[src/rtl/utd_pkg.sv]
package utd_pkg;

   localparam int COUNT_BITS_DEFAULT = 16;
   localparam logic [15:0] CAPACITY_RESET = 16'hFFFF;

   localparam logic [20:0] MAX_CODE  = 21'h10FFFF;
   localparam logic [20:0] BMP_MAX   = 21'h00FFFF;
   localparam logic [20:0] SUPP_BASE = 21'h010000;
   localparam logic [15:0] SURR_HIGH = 16'hD800;
   localparam logic [15:0] SURR_LOW  = 16'hDC00;

   typedef enum logic [1:0] {
      STATUS_OK       = 2'd0,
      STATUS_OVERFLOW = 2'd1,
      STATUS_INVALID  = 2'd2
   } status_type;

   typedef enum logic {
      KIND_UNIT    = 1'b0,
      KIND_SUMMARY = 1'b1
   } kind_type;

   typedef struct packed {
      kind_type    kind;
      logic [15:0] code_unit;
      status_type  status;
      logic [15:0] unit_count;
      logic        last;
   } result_type;

   // up to two code units plus an end-of-string summary per byte
   typedef struct packed {
      logic [1:0]            count;
      result_type [2:0]      items;
   } bundle_type;

   function automatic logic [6:0] lead_mask(input logic [1:0] len);
      logic [6:0] m;
      case (len)
         2'd0:    m = 7'h7F;
         2'd1:    m = 7'h1F;
         2'd2:    m = 7'h0F;
         2'd3:    m = 7'h07;
         default: m = 7'h7F;
      endcase
      return m;
   endfunction

   function automatic logic [20:0] min_value(input logic [1:0] len);
      logic [20:0] m;
      case (len)
         2'd0:    m = 21'h000000;
         2'd1:    m = 21'h000080;
         2'd2:    m = 21'h000800;
         2'd3:    m = 21'h010000;
         default: m = 21'h000000;
      endcase
      return m;
   endfunction

endpackage

[src/rtl/utd_decode.sv]
module utd_decode #(
   parameter int COUNT_BITS = utd_pkg::COUNT_BITS_DEFAULT
) (
   input  logic                clock,
   input  logic                reset,
   input  logic                req_valid,
   output logic                req_stall,
   input  logic [7:0]          req_in_byte,
   input  logic                req_in_last,
   input  logic [15:0]         out_capacity,
   input  logic                room,
   output logic                push,
   output utd_pkg::bundle_type bundle
);
   import utd_pkg::*;

   localparam logic [32:0] COUNT_MAX = (33'd1 << COUNT_BITS) - 33'd1;

   // input register
   logic       stage_valid_ff, stage_valid_in;
   logic [7:0] byte_ff;
   logic       last_ff;

   // per-string state
   logic [1:0]            pend_ff, pend_in;
   logic [1:0]            slen_ff, slen_in;
   logic [20:0]           acc_ff, acc_in;
   logic [COUNT_BITS-1:0] units_ff, units_in;
   status_type            outcome_ff, outcome_in;

   logic                  accept, advance;
   logic [32:0]           cap_ext, lim_ext;
   logic [COUNT_BITS-1:0] limit;
   logic [COUNT_BITS:0]   units_p1;
   logic [1:0]            lead_len;
   logic [20:0]           acc_shift;
   logic [19:0]           supp;
   logic [1:0]            nu;
   logic [15:0]           u0, u1;
   logic [COUNT_BITS-1:0] cnt1, cnt2;
   logic [32:0]           cnt1_ext, cnt2_ext, total_ext;
   result_type            unit0, unit1, summ;

   assign advance        = stage_valid_ff && room;
   assign req_stall      = stage_valid_ff && !room;
   assign accept         = req_valid && !req_stall;
   assign stage_valid_in = accept ? 1'b1 : (advance ? 1'b0 : stage_valid_ff);
   assign push           = advance;

   // effective limit: smaller of the register and the counter range
   assign cap_ext = {17'd0, out_capacity};
   assign lim_ext = (cap_ext < COUNT_MAX) ? cap_ext : COUNT_MAX;
   assign limit   = lim_ext[COUNT_BITS-1:0];

   assign units_p1  = {1'b0, units_ff} + {{COUNT_BITS{1'b0}}, 1'b1};
   assign acc_shift = {acc_ff[14:0], byte_ff[5:0]};
   assign supp      = 20'(acc_shift - SUPP_BASE);

   always_comb begin
      if (byte_ff >= 8'hC2 && byte_ff <= 8'hDF) begin
         lead_len = 2'd1;
      end else if (byte_ff >= 8'hE0 && byte_ff <= 8'hEF) begin
         lead_len = 2'd2;
      end else if (byte_ff >= 8'hF0 && byte_ff <= 8'hF4) begin
         lead_len = 2'd3;
      end else begin
         lead_len = 2'd0;
      end
   end

   // next state and emitted units
   always_comb begin
      pend_in    = pend_ff;
      slen_in    = slen_ff;
      acc_in     = acc_ff;
      outcome_in = outcome_ff;
      nu         = 2'd0;
      u0         = 16'd0;
      u1         = 16'd0;
      if (outcome_ff == STATUS_OK) begin
         if (pend_ff == 2'd0) begin
            if (units_ff >= limit) begin
               outcome_in = STATUS_OVERFLOW;
            end else if (!byte_ff[7]) begin
               nu = 2'd1;
               u0 = {8'd0, byte_ff};
            end else if (lead_len == 2'd0) begin
               outcome_in = STATUS_INVALID;
            end else begin
               slen_in = lead_len;
               pend_in = lead_len;
               acc_in  = {14'd0, byte_ff[6:0] & lead_mask(lead_len)};
            end
         end else if (byte_ff[7:6] != 2'b10) begin
            outcome_in = STATUS_INVALID;
         end else begin
            acc_in  = acc_shift;
            pend_in = pend_ff - 2'd1;
            if (pend_in == 2'd0) begin
               if (acc_shift < min_value(slen_ff) || acc_shift > MAX_CODE) begin
                  outcome_in = STATUS_INVALID;
               end else if (acc_shift <= BMP_MAX) begin
                  nu = 2'd1;
                  u0 = acc_shift[15:0];
               end else if (units_p1 >= {1'b0, limit}) begin
                  outcome_in = STATUS_OVERFLOW;
               end else begin
                  nu = 2'd2;
                  u0 = SURR_HIGH | {6'd0, supp[19:10]};
                  u1 = SURR_LOW | {6'd0, supp[9:0]};
               end
               slen_in = 2'd0;
               acc_in  = 21'd0;
            end
         end
         // string ends inside a sequence
         if (last_ff && outcome_in == STATUS_OK && pend_in != 2'd0) begin
            outcome_in = STATUS_INVALID;
         end
      end
   end

   assign units_in  = units_ff + COUNT_BITS'(nu);
   assign cnt1      = units_p1[COUNT_BITS-1:0];
   assign cnt2      = units_ff + COUNT_BITS'(2);
   assign cnt1_ext  = 33'(cnt1);
   assign cnt2_ext  = 33'(cnt2);
   assign total_ext = 33'(units_in);

   always_comb begin
      unit0 = '{kind: KIND_UNIT, code_unit: u0, status: STATUS_OK,
                unit_count: cnt1_ext[15:0], last: 1'b0};
      unit1 = '{kind: KIND_UNIT, code_unit: u1, status: STATUS_OK,
                unit_count: cnt2_ext[15:0], last: 1'b0};
      summ  = '{kind: KIND_SUMMARY, code_unit: 16'd0, status: outcome_in,
                unit_count: total_ext[15:0], last: 1'b1};
      bundle = '0;
      case (nu)
         2'd0: begin
            bundle.items[0] = summ;
            bundle.count    = {1'b0, last_ff};
         end
         2'd1: begin
            unit0.last      = !last_ff;
            bundle.items[0] = unit0;
            bundle.items[1] = summ;
            bundle.count    = 2'd1 + {1'b0, last_ff};
         end
         2'd2: begin
            unit1.last      = !last_ff;
            bundle.items[0] = unit0;
            bundle.items[1] = unit1;
            bundle.items[2] = summ;
            bundle.count    = 2'd2 + {1'b0, last_ff};
         end
         default: begin
            bundle = '0;
         end
      endcase
   end

   always_ff @(posedge clock) begin
      if (reset) begin
         stage_valid_ff <= 1'b0;
      end else begin
         stage_valid_ff <= stage_valid_in;
      end
      if (accept) begin
         byte_ff <= req_in_byte;
         last_ff <= req_in_last;
      end
   end

   always_ff @(posedge clock) begin
      if (reset) begin
         pend_ff    <= 2'd0;
         slen_ff    <= 2'd0;
         acc_ff     <= 21'd0;
         units_ff   <= '0;
         outcome_ff <= STATUS_OK;
      end else if (advance) begin
         if (last_ff) begin
            pend_ff    <= 2'd0;
            slen_ff    <= 2'd0;
            acc_ff     <= 21'd0;
            units_ff   <= '0;
            outcome_ff <= STATUS_OK;
         end else begin
            pend_ff    <= pend_in;
            slen_ff    <= slen_in;
            acc_ff     <= acc_in;
            units_ff   <= units_in;
            outcome_ff <= outcome_in;
         end
      end
   end

endmodule

[src/rtl/utd_result_queue.sv]
module utd_result_queue (
   input  logic                clock,
   input  logic                reset,
   input  logic                push,
   input  utd_pkg::bundle_type bundle,
   output logic                room,
   output logic                rsp_valid,
   input  logic                rsp_stall,
   output logic                rsp_kind,
   output logic [15:0]         rsp_code_unit,
   output logic [1:0]          rsp_status,
   output logic [15:0]         rsp_unit_count,
   output logic                rsp_last
);
   import utd_pkg::*;

   localparam int DEPTH = 4;

   result_type entry_ff [DEPTH];
   logic [1:0] wr_ptr_ff, wr_ptr_in;
   logic [1:0] rd_ptr_ff, rd_ptr_in;
   logic [2:0] count_ff, count_in;
   logic [1:0] push_count;
   logic       pop;
   result_type head;

   assign push_count = push ? bundle.count : 2'd0;
   assign pop        = rsp_valid && !rsp_stall;
   // a byte may bring three items, so take one only with three free entries
   assign room       = count_ff <= 3'd1;
   assign wr_ptr_in  = wr_ptr_ff + push_count;
   assign rd_ptr_in  = rd_ptr_ff + {1'b0, pop};
   assign count_in   = count_ff + {1'b0, push_count} - {2'd0, pop};

   assign head           = entry_ff[rd_ptr_ff];
   assign rsp_valid      = count_ff != 3'd0;
   assign rsp_kind       = head.kind;
   assign rsp_code_unit  = head.code_unit;
   assign rsp_status     = head.status;
   assign rsp_unit_count = head.unit_count;
   assign rsp_last       = head.last;

   always_ff @(posedge clock) begin
      if (reset) begin
         wr_ptr_ff <= 2'd0;
         rd_ptr_ff <= 2'd0;
         count_ff  <= 3'd0;
      end else begin
         wr_ptr_ff <= wr_ptr_in;
         rd_ptr_ff <= rd_ptr_in;
         count_ff  <= count_in;
      end
   end

   always_ff @(posedge clock) begin
      for (int i = 0; i < 3; i++) begin
         if (2'(i) < push_count) begin
            entry_ff[wr_ptr_ff + 2'(i)] <= bundle.items[i];
         end
      end
   end

endmodule

[src/rtl/utf8_to_utf16_decoder_unit.sv]
// UTF-8 to UTF-16 decoder. Takes one UTF-8 byte per item on the req_
// channel (req_in_last marks the final byte of a string) and returns UTF-16
// code units on the rsp_ channel, plus one summary item (status, unit count)
// after the final byte. A byte is taken every cycle while the result queue
// has three free entries; results leave at one per cycle while rsp_stall is
// low, so a plain byte stream runs at one byte per cycle and a byte that
// yields a surrogate pair and a summary puts three items in the queue. An
// accepted byte passes the input register and then the result queue before
// its first result shows. csr_wr_data sets the per-string unit capacity;
// write it only while the block is idle.
module utf8_to_utf16_decoder_unit #(
   parameter int COUNT_BITS = utd_pkg::COUNT_BITS_DEFAULT
) (
   input  logic        clock,
   input  logic        reset,
   // byte input
   input  logic        req_valid,
   output logic        req_stall,
   input  logic [7:0]  req_in_byte,
   input  logic        req_in_last,
   // results
   output logic        rsp_valid,
   input  logic        rsp_stall,
   output logic        rsp_kind,
   output logic [15:0] rsp_code_unit,
   output logic [1:0]  rsp_status,
   output logic [15:0] rsp_unit_count,
   output logic        rsp_last,
   // capacity register
   input  logic        csr_wr_en,
   input  logic [15:0] csr_wr_data
);
   import utd_pkg::*;

   logic [15:0] capacity_ff;
   logic        push;
   logic        room;
   bundle_type  bundle;

   // capacity register; all-ones gives 65535 units, or the counter range if smaller
   always_ff @(posedge clock) begin
      if (reset) begin
         capacity_ff <= CAPACITY_RESET;
      end else if (csr_wr_en) begin
         capacity_ff <= csr_wr_data;
      end
   end

   // input register, string state and single-pass decode
   utd_decode #(
      .COUNT_BITS(COUNT_BITS)
   ) u_decode (
      .clock       (clock),
      .reset       (reset),
      .req_valid   (req_valid),
      .req_stall   (req_stall),
      .req_in_byte (req_in_byte),
      .req_in_last (req_in_last),
      .out_capacity(capacity_ff),
      .room        (room),
      .push        (push),
      .bundle      (bundle)
   );

   // four-entry result queue, drained one item per cycle while rsp_stall is low
   utd_result_queue u_queue (
      .clock         (clock),
      .reset         (reset),
      .push          (push),
      .bundle        (bundle),
      .room          (room),
      .rsp_valid     (rsp_valid),
      .rsp_stall     (rsp_stall),
      .rsp_kind      (rsp_kind),
      .rsp_code_unit (rsp_code_unit),
      .rsp_status    (rsp_status),
      .rsp_unit_count(rsp_unit_count),
      .rsp_last      (rsp_last)
   );

endmodule

[config.mk]
export PLATFORM = sky130hd
export DESIGN_NAME = utf8_to_utf16_decoder_unit
export DESIGN_NICKNAME = d
export VERILOG_FILES = /design/src/rtl/utd_pkg.sv /design/src/rtl/utd_decode.sv /design/src/rtl/utd_result_queue.sv /design/src/rtl/utf8_to_utf16_decoder_unit.sv
export SDC_FILE = /design/constraint.sdc
export NUM_CORES = 1
export LEC_CHECK = 0
export ABC_AREA = 0
export BUFFER_PORTS_ARGS = -buffer_cell sky130_fd_sc_hd__buf_2
export CAP_MARGIN = 20
export CORE_AREA = 2 2 170 172
export DETAILED_ROUTE_END_ITERATION = 8
export DIE_AREA = 0 0 172 174
export PLACE_DENSITY_LB_ADDON = 0.15
export SYNTH_ARGS = -nofsm -noshare
export SYNTH_HDL_FRONTEND = slang
export SYNTH_HIERARCHICAL = 1
export SYNTH_SLANG_ARGS = --single-unit
[constraint.sdc]
create_clock -name clock -period 12.34 [get_ports clock]
set_clock_uncertainty 0.15 [all_clocks]
set_input_delay 3.702 -clock clock [delete_from_list [all_inputs] [get_ports clock]]
set_output_delay 3.702 -clock clock [all_outputs]
set_load 0.1 [all_outputs]
==> impl_metrics.toml, run 1 <==
[critical_path]
max_stage_delay_ns = 0.79
crit_fanout = 50
crit_path_start_kind = "register"
end_kind = "register"
r2r_setup_slack_ns = 5.12
reg2reg_from = "u_decode/units_ff[2]"
cp_slowest_cell = "ha_2"
crit_type = "register to register"
crit_top_cell = "nor2_1"
crit_required_ns = 12.35
reg2regPathDepth = 20
path_cells = "ha_1 -> and3_1 -> and2_1 -> and3_1 -> nand4_1 -> nor2_1 -> xor2_1 -> ha_1 -> nand3_1 -> nor2_1 -> a221oi_1 -> nand3_2 -> nand4b_4 -> inv_1 -> ha_2 -> nor2_1 -> a211oi_1 -> o21ai_0 -> a211oi_4 -> buf_4"
r2r_end = "u_queue/entry_ff[2][7]"
arrival_ns = 7.23
crit_start = "u_decode/units_ff[2]"

[hold_path]
hold_end = "u_decode/acc_ff[14]"
min_path_cells = 2
min_from = "u_decode/acc_ff[14]"
hp-class = "register to register"

[finish]
syn_to_final_growth_pct = 7.494
final_layout_size_suffix_gt1_share_pct = 26.77
final_nets = 1427

[die]
initial_utilization_pct = 53.75
rows = 62
core-area_um2 = 28240
boundaryPins = 68
die_height_um = 174
die_area_um2 = 29930
die_w_um = 172

[cts]
h-tree-depth = 1
cts-root-buf = "clkbuf_16"
clock_sinks = 214
post-cts-setup-buffers = 0
cts_tree = "built"
cts_resized = 0
clock_latency_ns = 0.53
worst_setup_hold_path_clk_slew_ns = 0.06
numCtsBuffers = 25
cts.path.max_buffers = 3
holdBufCountCts = 0

[power_and_ir_drop]
power.density_nw_per_um2 = 141.3
ir_worst_vdd_mv = 0.1587
power_uw = 2305
p_leak_uw = 0.006532

[sta]
final.period_utilization_pct = 58.50
hold_viol_final = 0
finalSetupViolations = 0
rsz0062_at_grt = "no"
slew_headroom_pct = 35.08
fmax_mhz = 138.5
worstMarginPinSlew_ns = 0.9723
post-route-min-period_ns = 7.219
final_max_slew_viol_count = 0
fin_tns_setup_ns = 0

[run]
maxCapViolations = 0

[yosys]
synth_flop_cell = "edfxtp_1"
synth.avg_cell_area_um2 = 11.31
yosys.area_share.simple_pct = 12.15
synth-xor-area-share_pct = 2.193
syn_inst = 1342
synth_edf_count = 153
synth_top_family_by_area = "multiplexers"
ys_seq_area_share_pct = 38.32
ys.warnings.count = 6
synth_adder_area_share_pct = 4.056
synth.area.mux_share_pct = 28.53
synth_seq_cells = 214
syn_area_um2 = 15180
postSynth.asyncResetShare_pct = 0
synth_cell_types = 80
synth_compound_area_share_pct = 9.217

[global_route]
grt_pass1_vias = 10410
grt_max_degree = 62
grt_antenna_before_repair = 0
grt_pass1_wl_um = 60640
grtUsageTotal_pct = 26.03
overflow = 0

[drt]
drtIter0Drc = 973
antenna_left = 0
dr.pass1.iters = 7
viasPerCell = 6.099
routed_wirelength_um = 38500
wl_per_cell_um = 21.97
vias = 10690
drc = 0

[place]
place_hpwl_um = 24670
gp_congestion = 0.8971
io_buffers = 67

[run_status]
outcome = "complete, no violations"
## synthesized netlist by cell type, types with 5 or more instances
master,n,area [um^2]
edfxtp_1,153,4594
mux2_2,117,1318
mux2_1,112,1261
nor2_1,89,334.1
a21oi_1,68,340.3
nand2_1,68,255.2
dfxtp_1,61,1221
mux2_4,60,900.9
clkbuf_1,46,172.7
ha_1,46,575.6
o21ai_0,44,220.2
mux4_2,36,810.8
buf_4,35,262.8
inv_1,35,131.4
nor2b_1,35,219.0
buf_2,29,145.1
xnor2_1,29,254.0
nand3_1,27,135.1
and2_1,25,156.4
nor3_1,23,115.1
a211o_1,16,140.1
and3_1,12,75.07
nand4_1,12,75.07
a31oi_1,11,68.82
nand2b_1,11,68.82
o22ai_1,10,62.56
xor2_1,9,78.83
a21o_1,8,60.06
a22o_1,8,70.07
nor4_1,6,37.54
a221oi_1,5,43.79
a22oi_1,5,37.54
o211ai_1,5,37.54
## cells by family after synthesis
family	count (synthesis)
AND/OR/NAND/NOR	343
multiplexers	329
flip-flops	214
AO/OA/AOI/OAI	212
buffers and inverters	157
adder cells (fa/ha/maj)	48
XOR/XNOR	38
other	1
## worst max-delay path: cells and delay by family, from the launching register on
family,cells,cell delay [ns]
simple gates,10,1.95
buf+inv,2,0.71
flops,1,0.68
compound gates,4,1.73
fa+ha+maj,3,1.40
xor+xnor,1,0.21
## metal layers
layer / up-vias / track usage, % / part of all wire, %
met4: 0 / 4.902 / 1.7
met5: - / 0 / 0
met3: 55 / 3.962 / 6.2
li1: 4992 / - / -
met1: 5297 / 39.62 / 48
met2: 341 / 39.57 / 44
## where the power goes
group | total [uW] | leakage (uW) | switching (uW) | internal, uW
clock | 711 | 0.000370 | 297 | 413
combinational | 744 | 0.00424 | 548 | 196
sequential | 850 | 0.00192 | 26.4 | 823
total | 2300 | 0.00653 | 872 | 1430
## flip-flops by register name, indices dropped and copies added, names as in the netlist, 2 cells and up
register and flops:
u_queue/entry_ff 144, capacity_ff 16, u_decode/units_ff 16, u_decode/acc_ff 15, u_decode/byte_ff 8, u_queue/count_ff 3, u_decode/outcome_ff 2, u_decode/pend_ff 2
u_decode/slen_ff 2, u_queue/rd_ptr_ff 2, u_queue/wr_ptr_ff 2
## how the worst max path moves through the flow
stage | slack (ns) | to
2_1_floorplan | 4.63 | u_queue/entry_ff[2][0]
3_3_place_gp | 5.29 | u_queue/entry_ff[2][30]
3_5_place_dp | 4.90 | u_queue/entry_ff[1][33]
4_1_cts | 4.87 | u_queue/entry_ff[1][33]
5_1_grt | 4.54 | u_queue/entry_ff[2][10]
6_report | 5.12 | u_queue/entry_ff[2][7]
## cell type report
class                           instances  area (um^2)
Sequential cell                       214         5818
Clock inverter                         12        108.9
Inverter                               38        142.6
Multi-Input combinational cell        987         8628
Clock buffer                           33        655.6
Antenna cell                            1        2.502
Fill cell                            2438        11920
Timing Repair Buffer                   83        478.0
Tap cell                              384        480.5
## cell usage in the layout, fill, tap and decap left out, types with 17 or more instances in the layout
cell type,netlist,layout
edfxtp_1,153,153
mux2_2,117,117
mux2_1,112,112
nor2_1,89,89
buf_2,29,68
nand2_1,68,68
a21oi_1,68,68
mux2_4,60,60
dfxtp_1,61,59
ha_1,46,45
o21ai_0,44,44
mux4_2,36,36
nor2b_1,35,35
inv_1,35,35
xnor2_1,29,29
nand3_1,27,27
clkbuf_16,0,25
and2_1,25,25
nor3_1,23,22
conb_1,1,17
## per-stage QoR
step / hold slack [ns] / instance area, um^2 / utilization (%) / setup WS (ns) / instances
after floorplan: 0.3029 / 15240 / - / 4.634 / 1358
after global placement: 0.3204 / 15490 / 54.85 / 5.289 / 1701
after detailed placement: 0.3333 / 15490 / 54.87 / 4.898 / 1702
after CTS: 0.3414 / 16260 / 57.57 / 4.867 / 1747
after global routing: 0.3707 / 16310 / 57.77 / 4.540 / 1751
final: 0.3435 / 16310 / 57.78 / 5.121 / 1752
(Power assumes the default switching activity.)
==> run 2, diff against run 1 <==
==> constraint.sdc (replaced) <==
create_clock -name clock -period 6.6 [get_ports clock]
set_clock_uncertainty 0.15 [all_clocks]
set_input_delay 1.98 -clock clock [delete_from_list [all_inputs] [get_ports clock]]
set_output_delay 1.98 -clock clock [all_outputs]
set_load 0.1 [all_outputs]
==> run 2 against run 1 <==
  * Power grew 87%
  * Critical path depth grew 3
  * Maximum frequency grew 18%
  * Setup slack lost 4.6 ns
  * Flip-flop and latch count is the same
  * Combinational power grew 87%
  * Non-clock buffer count grew 26
  * Critical path type unchanged
  * Largest cell class unchanged
==> impl_metrics.toml, run 2 (synthesized netlist as in run 1, its figures left out) <==
[cts]
h-tree-depth = 1
worst_setup_hold_path_clk_slew_ns = 0.06
clock_latency_ns = 0.53
clock_sinks = 214
cts.path.max_buffers = 3
cts_tree = "built"
numCtsBuffers = 24
cts-root-buf = "clkbuf_16"

[power_and_ir_drop]
power.density_nw_per_um2 = 259.6
ir_worst_vdd_mv = 0.2715
p_leak_uw = 0.006721
power_uw = 4317

[die]
die_w_um = 172
boundaryPins = 68
core-area_um2 = 28240
initial_utilization_pct = 53.75
die_area_um2 = 29930
die_height_um = 174
rows = 62

[drt]
drc = 0
dr.pass1.iters = 5
drtIter0Drc = 884
vias = 10750
antenna_left = 0
wl_per_cell_um = 22.27
viasPerCell = 6.055
routed_wirelength_um = 39530

[critical_path]
crit_type = "register to register"
reg2reg_from = "u_decode/units_ff[1]"
arrival_ns = 6.22
crit_fanout = 7
reg2regPathDepth = 23
crit_start = "u_decode/units_ff[1]"
r2r_end = "u_queue/entry_ff[0][15]"
crit_end = "u_queue/entry_ff[0][15]"
end_kind = "register"
crit_path_start_kind = "register"
crit_required_ns = 6.72
r2r_setup_slack_ns = 0.51

[global_route]
grtUsageTotal_pct = 26.43
grt_pass1_vias = 10420
overflow = 0
grt_pass1_wl_um = 61080
grt_antenna_before_repair = 1
grt_max_degree = 62

[sta]
fmax_mhz = 164.1
final_max_slew_viol_count = 0
slew_headroom_pct = 40.32
final.period_utilization_pct = 92.34
hold_viol_final = 0
rsz0062_at_grt = "no"
fin_tns_setup_ns = 0
timing.hold.ws_ns = 0.3279
worstMarginPinSlew_ns = 0.8942
finalSetupViolations = 0
post-route-min-period_ns = 6.094

[finish]
syn_to_final_growth_pct = 9.580
largest_reg_flops = 144
top_regs = "u_queue/entry_ff x144, capacity_ff x16, u_decode/units_ff x16"
final_layout_size_suffix_gt1_share_pct = 28.83
layout_commonest_cell = "edfxtp_1"
final_cell_area_um2 = 16630
final_cell_mix = "edfxtp_1 (153), mux2_2 (117), mux2_1 (112)"
final_nets = 1452
diodes = 0
top_register = "u_queue/entry_ff"
final_util_pct = 58.90

[place]
place_area_um2 = 15840
gp_congestion = 0.9717
io_buffers = 67
place_hpwl_um = 26350

[run]
maxCapViolations = 0

[run_status]
outcome = "complete, no violations"

[hold_path]
hp-class = "register to register"
run 2: how the worst min path moves through the flow:
stage                         startpoint                    to  slack, ns  cells past startpoint
floorplan            u_decode/acc_ff[14]   u_decode/acc_ff[14]       0.30                      2
global placement    u_queue/rd_ptr_ff[1]  u_queue/rd_ptr_ff[1]       0.31                      2
detailed placement  u_queue/rd_ptr_ff[1]  u_queue/rd_ptr_ff[1]       0.32                      2
CTS                 u_queue/rd_ptr_ff[1]  u_queue/rd_ptr_ff[1]       0.33                      2
finish              u_queue/rd_ptr_ff[1]  u_queue/rd_ptr_ff[1]       0.33                      2
global route        u_queue/rd_ptr_ff[1]  u_queue/rd_ptr_ff[1]       0.37                      2
run 2: final cells by class:
class / count / area, um^2
sequential: 214 / 5821
clock buffer: 34 / 700.7
tap: 384 / 480.5
multi-input combinational: 987 / 8635
fill: 2388 / 11610
timing repair buffer: 109 / 785.8
clock inverter: 9 / 66.31
inverter: 38 / 142.6
run 2: worst max-delay path, stage by stage, from the launching register on:
cell and delay [ns]:
dfxtp_1 0.34, ha_1 0.21, and3_1 0.26, and2_1 0.16, and3_1 0.26, nand4_1 0.18, nor2_1 0.16, xor2_1 0.18
ha_1 0.27, nand3_1 0.14, nor2_1 0.07, a221oi_1 0.43, nand3_2 0.24, nand4b_4 0.34, fa_1 0.48, nand2b_1 0.28
nor2_1 0.23, nand3_1 0.16, a21oi_1 0.28, o21ai_0 0.13, nand2_1 0.08, o21ai_0 0.17, mux2_1 0.35, mux2_1 0.28
run 2: power by group:
part	total, uW	internal, uW	switching (uW)	leakage, uW
registers	1610	1540	73.8	0.00193
logic	1390	378	1010	0.00441
clock network	1310	772	542	0.000384
total	4320	2690	1630	0.00672
run 2: through the flow:
stage               std cells  worst slack (ns)
global placement         1729            0.5008
floorplan                1358            0.1386
finish                   1775            0.5058
global route             1775           0.07343
detailed placement       1730            0.2757
CTS                      1773            0.2519
run 2: routing by layer:
| layer | vias to the layer above | part of all wire (%) | GRT usage [%] |
|---|---|---|---|
| met5 | - | 0 | 0 |
| li1 | 5050 | - | - |
| met1 | 5284 | 48 | 40.68 |
| met3 | 49 | 7.4 | 3.666 |
| met2 | 365 | 43 | 39.54 |
| met4 | 0 | 1.7 | 5.777 |
run 2: what timing repair did:
| item | CTS | global route |
|---|---|---|
| setup endpoints to repair | 0 | 59 |
| hold buffers | 0 | 0 |
| resized for setup | 0 | 4 |
| buffers inserted | 0 | 2 |
